**src/rtl/deq_pkg.sv**
```systemverilog
// ----------------------------------------------------------------------------
// deq_pkg
// Shared types and constants of the double-ended queue: operation and status
// codes, sequencer states, default sizes and stream field widths.
// ----------------------------------------------------------------------------
package deq_pkg;

  localparam int DEPTH_DEFAULT      = 16;
  localparam int WORD_WIDTH_DEFAULT = 32;

  localparam int FIELD_W  = 32;
  localparam int STATUS_W = 2;
  localparam int COUNT_W  = 5;
  localparam int OP_W     = 2;

  localparam int S_DATA_W = 32;
  localparam int S_USER_W = 8;
  localparam int M_DATA_W = 104;

  typedef enum logic [OP_W-1:0] {
    OP_PUSH_TOP    = 2'd0,
    OP_PUSH_BOTTOM = 2'd1,
    OP_POP_TOP     = 2'd2,
    OP_POP_BOTTOM  = 2'd3
  } op_t;

  typedef enum logic [STATUS_W-1:0] {
    ST_DONE  = 2'd0,
    ST_EMPTY = 2'd1,
    ST_FULL  = 2'd2
  } status_t;

  typedef enum logic {
    S_IDLE  = 1'b0,
    S_FETCH = 1'b1
  } state_t;

endpackage

```
**src/rtl/double_ended_queue.sv**
```systemverilog
// ----------------------------------------------------------------------------
// double_ended_queue
// Bounded double-ended queue of words in a ring of slots held in one RAM.
// ----------------------------------------------------------------------------
// Each request pushes or pops at the top or the bottom end and returns one
// result: popped word, status, the words now at both ends and the item count.
// The end words are kept in registers beside the slot RAM. A push, a refused
// request and a pop that empties the queue give their result in the cycle
// after acceptance; the result of a pop that leaves words behind waits on
// the registered slot RAM read that refreshes the new end word. Outside that
// read, a new request is taken once the previous result has left or leaves
// in the same cycle. The slot RAM needs no clearing after reset.
module double_ended_queue
  import deq_pkg::*;
#(
  parameter int DEPTH      = DEPTH_DEFAULT,
  parameter int WORD_WIDTH = WORD_WIDTH_DEFAULT
) (
  input  logic                clk,
  input  logic                rst,
  input  logic                s_axis_tvalid,
  output logic                s_axis_tready,
  input  logic [S_DATA_W-1:0] s_axis_tdata,  // [31:0] data_word
  input  logic [S_USER_W-1:0] s_axis_tuser,  // [1:0] operation, [7:2] zero
  output logic                m_axis_tvalid,
  input  logic                m_axis_tready,
  output logic [M_DATA_W-1:0] m_axis_tdata   // [31:0] popped_word, [33:32] status,
                                             // [65:34] top_word, [97:66] bottom_word,
                                             // [102:98] item_count, [103] zero
);

  localparam int IDX_W = $clog2(DEPTH);
  localparam int CNT_W = $clog2(DEPTH + 1);

  state_t state, state_next;

  logic [CNT_W-1:0]      occupancy, occupancy_next;
  logic [IDX_W-1:0]      top_index, top_index_next;
  logic [IDX_W-1:0]      bottom_index, bottom_index_next;
  logic [WORD_WIDTH-1:0] top_cache, top_cache_next;
  logic [WORD_WIDTH-1:0] bottom_cache, bottom_cache_next;
  logic                  fetch_top, fetch_top_next;
  logic                  out_valid, out_valid_next;
  logic [FIELD_W-1:0]    out_popped, out_popped_next;
  status_t               out_status, out_status_next;

  logic                  accept;
  op_t                   op;
  logic                  full;
  logic                  empty;
  logic                  need_fetch;
  logic [IDX_W-1:0]      top_prev, top_fwd, bottom_prev, bottom_fwd;
  logic [WORD_WIDTH-1:0] word_in;
  logic [WORD_WIDTH+FIELD_W-1:0] word_wide;
  logic [WORD_WIDTH+FIELD_W-1:0] top_wide, bottom_wide;
  logic [CNT_W+COUNT_W-1:0]      count_wide;
  logic [FIELD_W-1:0]    top_field, bottom_field;
  logic [FIELD_W-1:0]    top_out, bottom_out;

  logic                  wr_en, rd_en;
  logic [IDX_W-1:0]      wr_addr, rd_addr;
  logic [WORD_WIDTH-1:0] rd_data;

  assign op     = op_t'(s_axis_tuser[OP_W-1:0]);
  assign accept = s_axis_tvalid && s_axis_tready;
  assign full   = (occupancy == CNT_W'(DEPTH));
  assign empty  = (occupancy == '0);

  assign word_wide = {{WORD_WIDTH{1'b0}}, s_axis_tdata[FIELD_W-1:0]};
  assign word_in   = word_wide[WORD_WIDTH-1:0];

  assign top_wide     = {{FIELD_W{1'b0}}, top_cache};
  assign bottom_wide  = {{FIELD_W{1'b0}}, bottom_cache};
  assign top_field    = top_wide[FIELD_W-1:0];
  assign bottom_field = bottom_wide[FIELD_W-1:0];
  assign top_out      = empty ? '0 : top_field;
  assign bottom_out   = empty ? '0 : bottom_field;
  assign count_wide   = {{COUNT_W{1'b0}}, occupancy};

  assign top_prev    = (top_index == '0) ? IDX_W'(DEPTH - 1) : top_index - IDX_W'(1);
  assign top_fwd     = (top_index == IDX_W'(DEPTH - 1)) ? '0 : top_index + IDX_W'(1);
  assign bottom_prev = (bottom_index == '0) ? IDX_W'(DEPTH - 1) : bottom_index - IDX_W'(1);
  assign bottom_fwd  = (bottom_index == IDX_W'(DEPTH - 1)) ? '0 : bottom_index + IDX_W'(1);

  deq_ram #(
    .WIDTH (WORD_WIDTH),
    .DEPTH (DEPTH)
  ) u_slots (
    .clk     (clk),
    .wr_en   (wr_en),
    .wr_addr (wr_addr),
    .wr_data (word_in),
    .rd_en   (rd_en),
    .rd_addr (rd_addr),
    .rd_data (rd_data)
  );

  always_comb begin
    occupancy_next    = occupancy;
    top_index_next    = top_index;
    bottom_index_next = bottom_index;
    top_cache_next    = top_cache;
    bottom_cache_next = bottom_cache;
    fetch_top_next    = fetch_top;
    out_valid_next    = out_valid && !m_axis_tready;
    out_popped_next   = out_popped;
    out_status_next   = out_status;
    wr_en             = 1'b0;
    wr_addr           = top_index;
    rd_en             = 1'b0;
    rd_addr           = top_index;
    need_fetch        = 1'b0;

    if (state == S_FETCH) begin
      if (fetch_top) begin
        top_cache_next = rd_data;
      end else begin
        bottom_cache_next = rd_data;
      end
      out_valid_next = 1'b1;
    end

    if (accept) begin
      out_popped_next = '0;
      out_status_next = ST_DONE;
      unique case (op)
        OP_PUSH_TOP, OP_PUSH_BOTTOM: begin
          out_valid_next = 1'b1;
          if (full) begin
            out_status_next = ST_FULL;
          end else if (empty) begin
            wr_en             = 1'b1;
            wr_addr           = (op == OP_PUSH_TOP) ? top_index : bottom_index;
            top_index_next    = wr_addr;
            bottom_index_next = wr_addr;
            top_cache_next    = word_in;
            bottom_cache_next = word_in;
            occupancy_next    = CNT_W'(1);
          end else if (op == OP_PUSH_TOP) begin
            wr_en          = 1'b1;
            wr_addr        = top_fwd;
            top_index_next = top_fwd;
            top_cache_next = word_in;
            occupancy_next = occupancy + CNT_W'(1);
          end else begin
            wr_en             = 1'b1;
            wr_addr           = bottom_prev;
            bottom_index_next = bottom_prev;
            bottom_cache_next = word_in;
            occupancy_next    = occupancy + CNT_W'(1);
          end
        end
        OP_POP_TOP, OP_POP_BOTTOM: begin
          if (empty) begin
            out_status_next = ST_EMPTY;
            out_valid_next  = 1'b1;
          end else begin
            out_popped_next = (op == OP_POP_TOP) ? top_field : bottom_field;
            occupancy_next  = occupancy - CNT_W'(1);
            if (occupancy == CNT_W'(1)) begin
              out_valid_next = 1'b1;
            end else begin
              need_fetch     = 1'b1;
              rd_en          = 1'b1;
              fetch_top_next = (op == OP_POP_TOP);
              if (op == OP_POP_TOP) begin
                rd_addr        = top_prev;
                top_index_next = top_prev;
              end else begin
                rd_addr           = bottom_fwd;
                bottom_index_next = bottom_fwd;
              end
            end
          end
        end
        default: begin
          out_valid_next = 1'b1;
        end
      endcase
    end
  end

  always_comb begin
    state_next = state;
    unique case (state)
      S_IDLE: begin
        if (accept && need_fetch) begin
          state_next = S_FETCH;
        end
      end
      S_FETCH: begin
        state_next = S_IDLE;
      end
      default: begin
        state_next = S_IDLE;
      end
    endcase
  end

  always_comb begin
    s_axis_tready = (state == S_IDLE) && (!out_valid || m_axis_tready);
    m_axis_tvalid = out_valid;
    m_axis_tdata  = {1'b0, count_wide[COUNT_W-1:0], bottom_out, top_out,
                     out_status, out_popped};
  end

  always_ff @(posedge clk) begin
    if (rst) begin
      state        <= S_IDLE;
      occupancy    <= '0;
      top_index    <= '0;
      bottom_index <= '0;
      out_valid    <= 1'b0;
      fetch_top    <= 1'b0;
    end else begin
      state        <= state_next;
      occupancy    <= occupancy_next;
      top_index    <= top_index_next;
      bottom_index <= bottom_index_next;
      out_valid    <= out_valid_next;
      fetch_top    <= fetch_top_next;
    end
  end

  always_ff @(posedge clk) begin
    top_cache    <= top_cache_next;
    bottom_cache <= bottom_cache_next;
    out_popped   <= out_popped_next;
    out_status   <= out_status_next;
  end

  a_count_bound: assert property (@(posedge clk) disable iff (rst)
    occupancy <= CNT_W'(DEPTH))
    else $error("occupancy exceeds depth");

  a_fetch_no_result: assert property (@(posedge clk) disable iff (rst)
    state == S_FETCH |-> !m_axis_tvalid && !s_axis_tready)
    else $error("result or request during slot fetch");

  a_fetch_completes: assert property (@(posedge clk) disable iff (rst)
    state == S_FETCH |=> m_axis_tvalid && state == S_IDLE)
    else $error("slot fetch did not produce a result");

  a_refused_push: assert property (@(posedge clk) disable iff (rst)
    accept && full && (op == OP_PUSH_TOP || op == OP_PUSH_BOTTOM)
      |=> $stable(occupancy) && $stable(top_index) && $stable(bottom_index))
    else $error("refused push changed the queue");

endmodule

```
**src/rtl/deq_ram.sv**
```systemverilog
// ----------------------------------------------------------------------------
// deq_ram
// Generic single-clock RAM: one write port, one read port, registered read.
// ----------------------------------------------------------------------------
module deq_ram #(
  parameter int WIDTH = 32,
  parameter int DEPTH = 16
) (
  input  logic                     clk,
  input  logic                     wr_en,
  input  logic [$clog2(DEPTH)-1:0] wr_addr,
  input  logic [WIDTH-1:0]         wr_data,
  input  logic                     rd_en,
  input  logic [$clog2(DEPTH)-1:0] rd_addr,
  output logic [WIDTH-1:0]         rd_data
);

  logic [WIDTH-1:0] mem [DEPTH];

  always_ff @(posedge clk) begin
    if (wr_en) begin
      mem[wr_addr] <= wr_data;
    end
    if (rd_en) begin
      rd_data <= mem[rd_addr];
    end
  end

endmodule
```
**config.mk**
```make
export PLATFORM = sky130hd
export DESIGN_NAME = double_ended_queue
export DESIGN_NICKNAME = d
export VERILOG_FILES = /design/src/rtl/deq_pkg.sv /design/src/rtl/double_ended_queue.sv /design/src/rtl/deq_ram.sv
export SDC_FILE = /design/constraint.sdc
export NUM_CORES = 1
export LEC_CHECK = 0
export ABC_AREA = 1
export ABC_CLOCK_PERIOD_IN_PS = 11000
export BUFFER_PORTS_ARGS = -buffer_cell sky130_fd_sc_hd__buf_2
export CORE_ASPECT_RATIO = 1.1
export CORE_MARGIN = 5
export CORE_UTILIZATION = 30
export CTS_CLUSTER_DIAMETER = 80
export CTS_CLUSTER_SIZE = 28
export DETAILED_ROUTE_END_ITERATION = 12
export SLEW_MARGIN = 5
export SYNTH_ARGS = -nofsm -noshare
export SYNTH_HDL_FRONTEND = slang
export SYNTH_SLANG_ARGS = --single-unit
```
**constraint.sdc**
```tcl
create_clock -name clk -period 11 [get_ports clk]
set_input_delay 1.1 -clock clk [delete_from_list [all_inputs] [get_ports clk]]
set_output_delay 1.1 -clock clk [all_outputs]
set_load 0.005 [all_outputs]
```
==> reports/qor.yml <==
outcome: "complete, no violations"
ctsHoldBuffers: 0
cts-root-to-sink-buffers: 3
relSlewSlack_pct: 22.8
cts_root_buf: "clkbuf_16"
cp_cell_sequence: "inv_1, ha_1, nor2_1, nor2_4, nor2_4, buf_4, nand2_8, nand2_8, clkinv_1, buf_4, nand2_1, nand3_1, nand3_1, nand3_1, nand2_1"
min-delay-path-class: "reg2reg"
pin_count: 150
slew_violations: 0
antenna_found_initial: 15
synth_top_family_by_area: "simple AND/OR/NAND/NOR gates"
drt-pass1-iter-count: 5
critPathKind: "reg2reg"
utilization_pct: 33.2
viasPerCell: 4.67
post_cts_resized: 0
cp_common_cell: "nand3_1"
synth_top_area_share_pct: 58.7
netlist_instances: 2970
htree_levels: 1
grt_overflow: 0
finalPower_uw: 6050
grt_setup_unrepaired: "false"
slowest_stage: "clkinv_1"
synthArstFlopShare_pct: 0
area_growth_pct: 9.67
start_util_pct: 30.3
period_share_pct: 46.7
drc: 0
grt_pass1_wl_microns: 116000
grt_max_degree: 175
core_area_sq_um: 97600
rows: 120
syn-num-nets: 3022
synth_cell_types: 35
numClockSinks: 658
clock_skew_ps: 14.7
end_kind: "flip-flop"
final_nets: 3049
synth_edf_count: 578
wl_per_cell_microns: 17.7
hpwl_microns: 42000
vias: 20100
synth_simple_gate_area_share_pct: 22.0
synthXorXnorAreaFrac_pct: 0.266
synth_largest_area_cell: "edfxtp_1"
cp.required_ps: 11460
synth.area.mux_share_pct: 0
p_leak_uw: 0.0134
ant_nets: 0
insertion_delay_ps: 620
cap_violations: 0
synth_area_leaders: "edfxtp_1 59%, nand3_1 9.0%, nand2_1 8.1%"
yosysSeqAreaShare_pct: 64.1
grt_pass1_vias: 18900
synth_ff_type: "edfxtp_1"
yosysWarnings: 0
die-area_sq_um: 105000
grt.total_usage_pct: 14.0
placed_area_sq_um: 31600
period_needed_ps: 5130
tritoncts: "yes"
cp.arrival_ps: 5590
die_w_microns: 309
power_density_nw_per_um2: 187
fmax_mhz: 195
syn_area_sq_um: 29600
first_iter_violations: 1488
cts_buffers: 28
design_area_sq_um: 32400
synth_fa_ha_area_share_pct: 0.338
dpl.cell_count: 4248
synth_most_common_cell: "nand2_1"
routabilityCongestion: 0.784
setup_viol: 0
ys_top_cells_by_count: "635 x nand2_1, 578 x edfxtp_1, 532 x nand3_1, 507 x inv_1, 160 x nand3b_1"
cp-start-kind: "flip-flop"
tightest_slew_ps: 1160
finalHoldViolations: 0
portBuffers: 142
layout-drive-gt1-share_pct: 8.18
peakVddDrop_mv: 0.161
wirelength_microns: 76100
ys_ff_latch: 658
cts_setup_buffers: 0
cts.reportedPaths.clkPinSlew_ps: 110
crit_path_max_fanout: 86
die_h_microns: 339
synth.avg_cell_area_sq_um: 9.96
synth_compound_area_share_pct: 3.94
crit_path_max_incr_delay_ps: 740
instances_no_fill: 4302
setup_tns_ps: 0
[cells by family (layout without fill, tap and decap cells)]
family                     Yosys count  after routing
adders and majority gates            8              8
AOI/OAI and AO/OA                  218            218
and+or+nand+nor                   1384           1384
other                                1              3
DFF                                658            658
xor gates and xnor gates             9              9
buffers and inverters              692            741
[layer usage]
metal	vias to the layer above	share of wire, %	track usage, %
met1	9546	45	19.3
li1	9850	-	-
met5	-	0.10	0
met4	12	2.3	3.49
met2	586	47	23.3
met3	115	6.0	1.88
[stage by stage]
stage / hold WS (ps) / worst slack, ps
2_1_floorplan: 478 / 6180
3_3_place_gp: 512 / 5340
3_5_place_dp: 512 / 5290
4_1_cts: 527 / 5870
5_1_grt: 585 / 5530
6_report: 529 / 5870
[placed cells by master (no fill, tap or decap), drive strengths merged]
master and count:
nand3b 160, o221ai 1, bufinv 1, a211oi 12
buf 176, ha 8, clkinv 4, inv 513
clkbuf 47, o21ai 155, edfxtp 578, xor2 5
nand4 3, xnor2 4, o21bai 2, dfxtp 80
diode 2, nand3 532, a21oi 38, nor3 5
or2 2, conb 1, nor2 44, o211ai 7
nand2 638, a31oi 3
[flip-flops by register name, summed over array words and instances, names as in the netlist, 2 cells and up]
signal / count
out_popped: 32
bottom_index: 4
bottom_cache: 32
occupancy: 5
top_cache: 32
u_slots.mem: 512
out_status: 2
u_slots.rd_data: 32
top_index: 4
[where the power goes]
| part | switching (uW) | total (uW) | internal (uW) |
|---|---|---|---|
| combinational | 1130 | 1660 | 529 |
| sequential | 127 | 3090 | 2970 |
| clock | 761 | 1300 | 534 |
[worst max-delay path, delay by kind of cell, from the launching register on]
kind | cells | cell delay (ps)
adders and majority gates | 1 | 250
buffers and inverters | 4 | 1990
DFF | 1 | 460
and+or+nand+nor | 10 | 2060
[layout make-up]
class | instances | area, sq um
fill | 9817 | 65200
sequential | 658 | 19000
multi-input combinational | 1620 | 8060
inverter | 513 | 1930
tap | 1281 | 1600
timing repair buffer | 176 | 1020
clock buffer | 47 | 797
clock inverter | 5 | 77.6
antenna | 2 | 5.00
[path summary, 6_finish.rpt]
kind | startpoint | end | slack [ps] | cells after the start
hold / removal | fetch_top$_SDFFE_PP0P_ | fetch_top$_SDFFE_PP0P_ | 530 | 2
hold reg to reg | fetch_top$_SDFFE_PP0P_ | fetch_top$_SDFFE_PP0P_ | 530 | 2
setup / recovery | occupancy[0]$_SDFFE_PP0P_ | u_slots.rd_data[15]$_DFFE_PP_ | 5870 | 15
setup reg to reg | occupancy[0]$_SDFFE_PP0P_ | u_slots.rd_data[15]$_DFFE_PP_ | 5870 | 15
(Power assumes the default switching activity.)
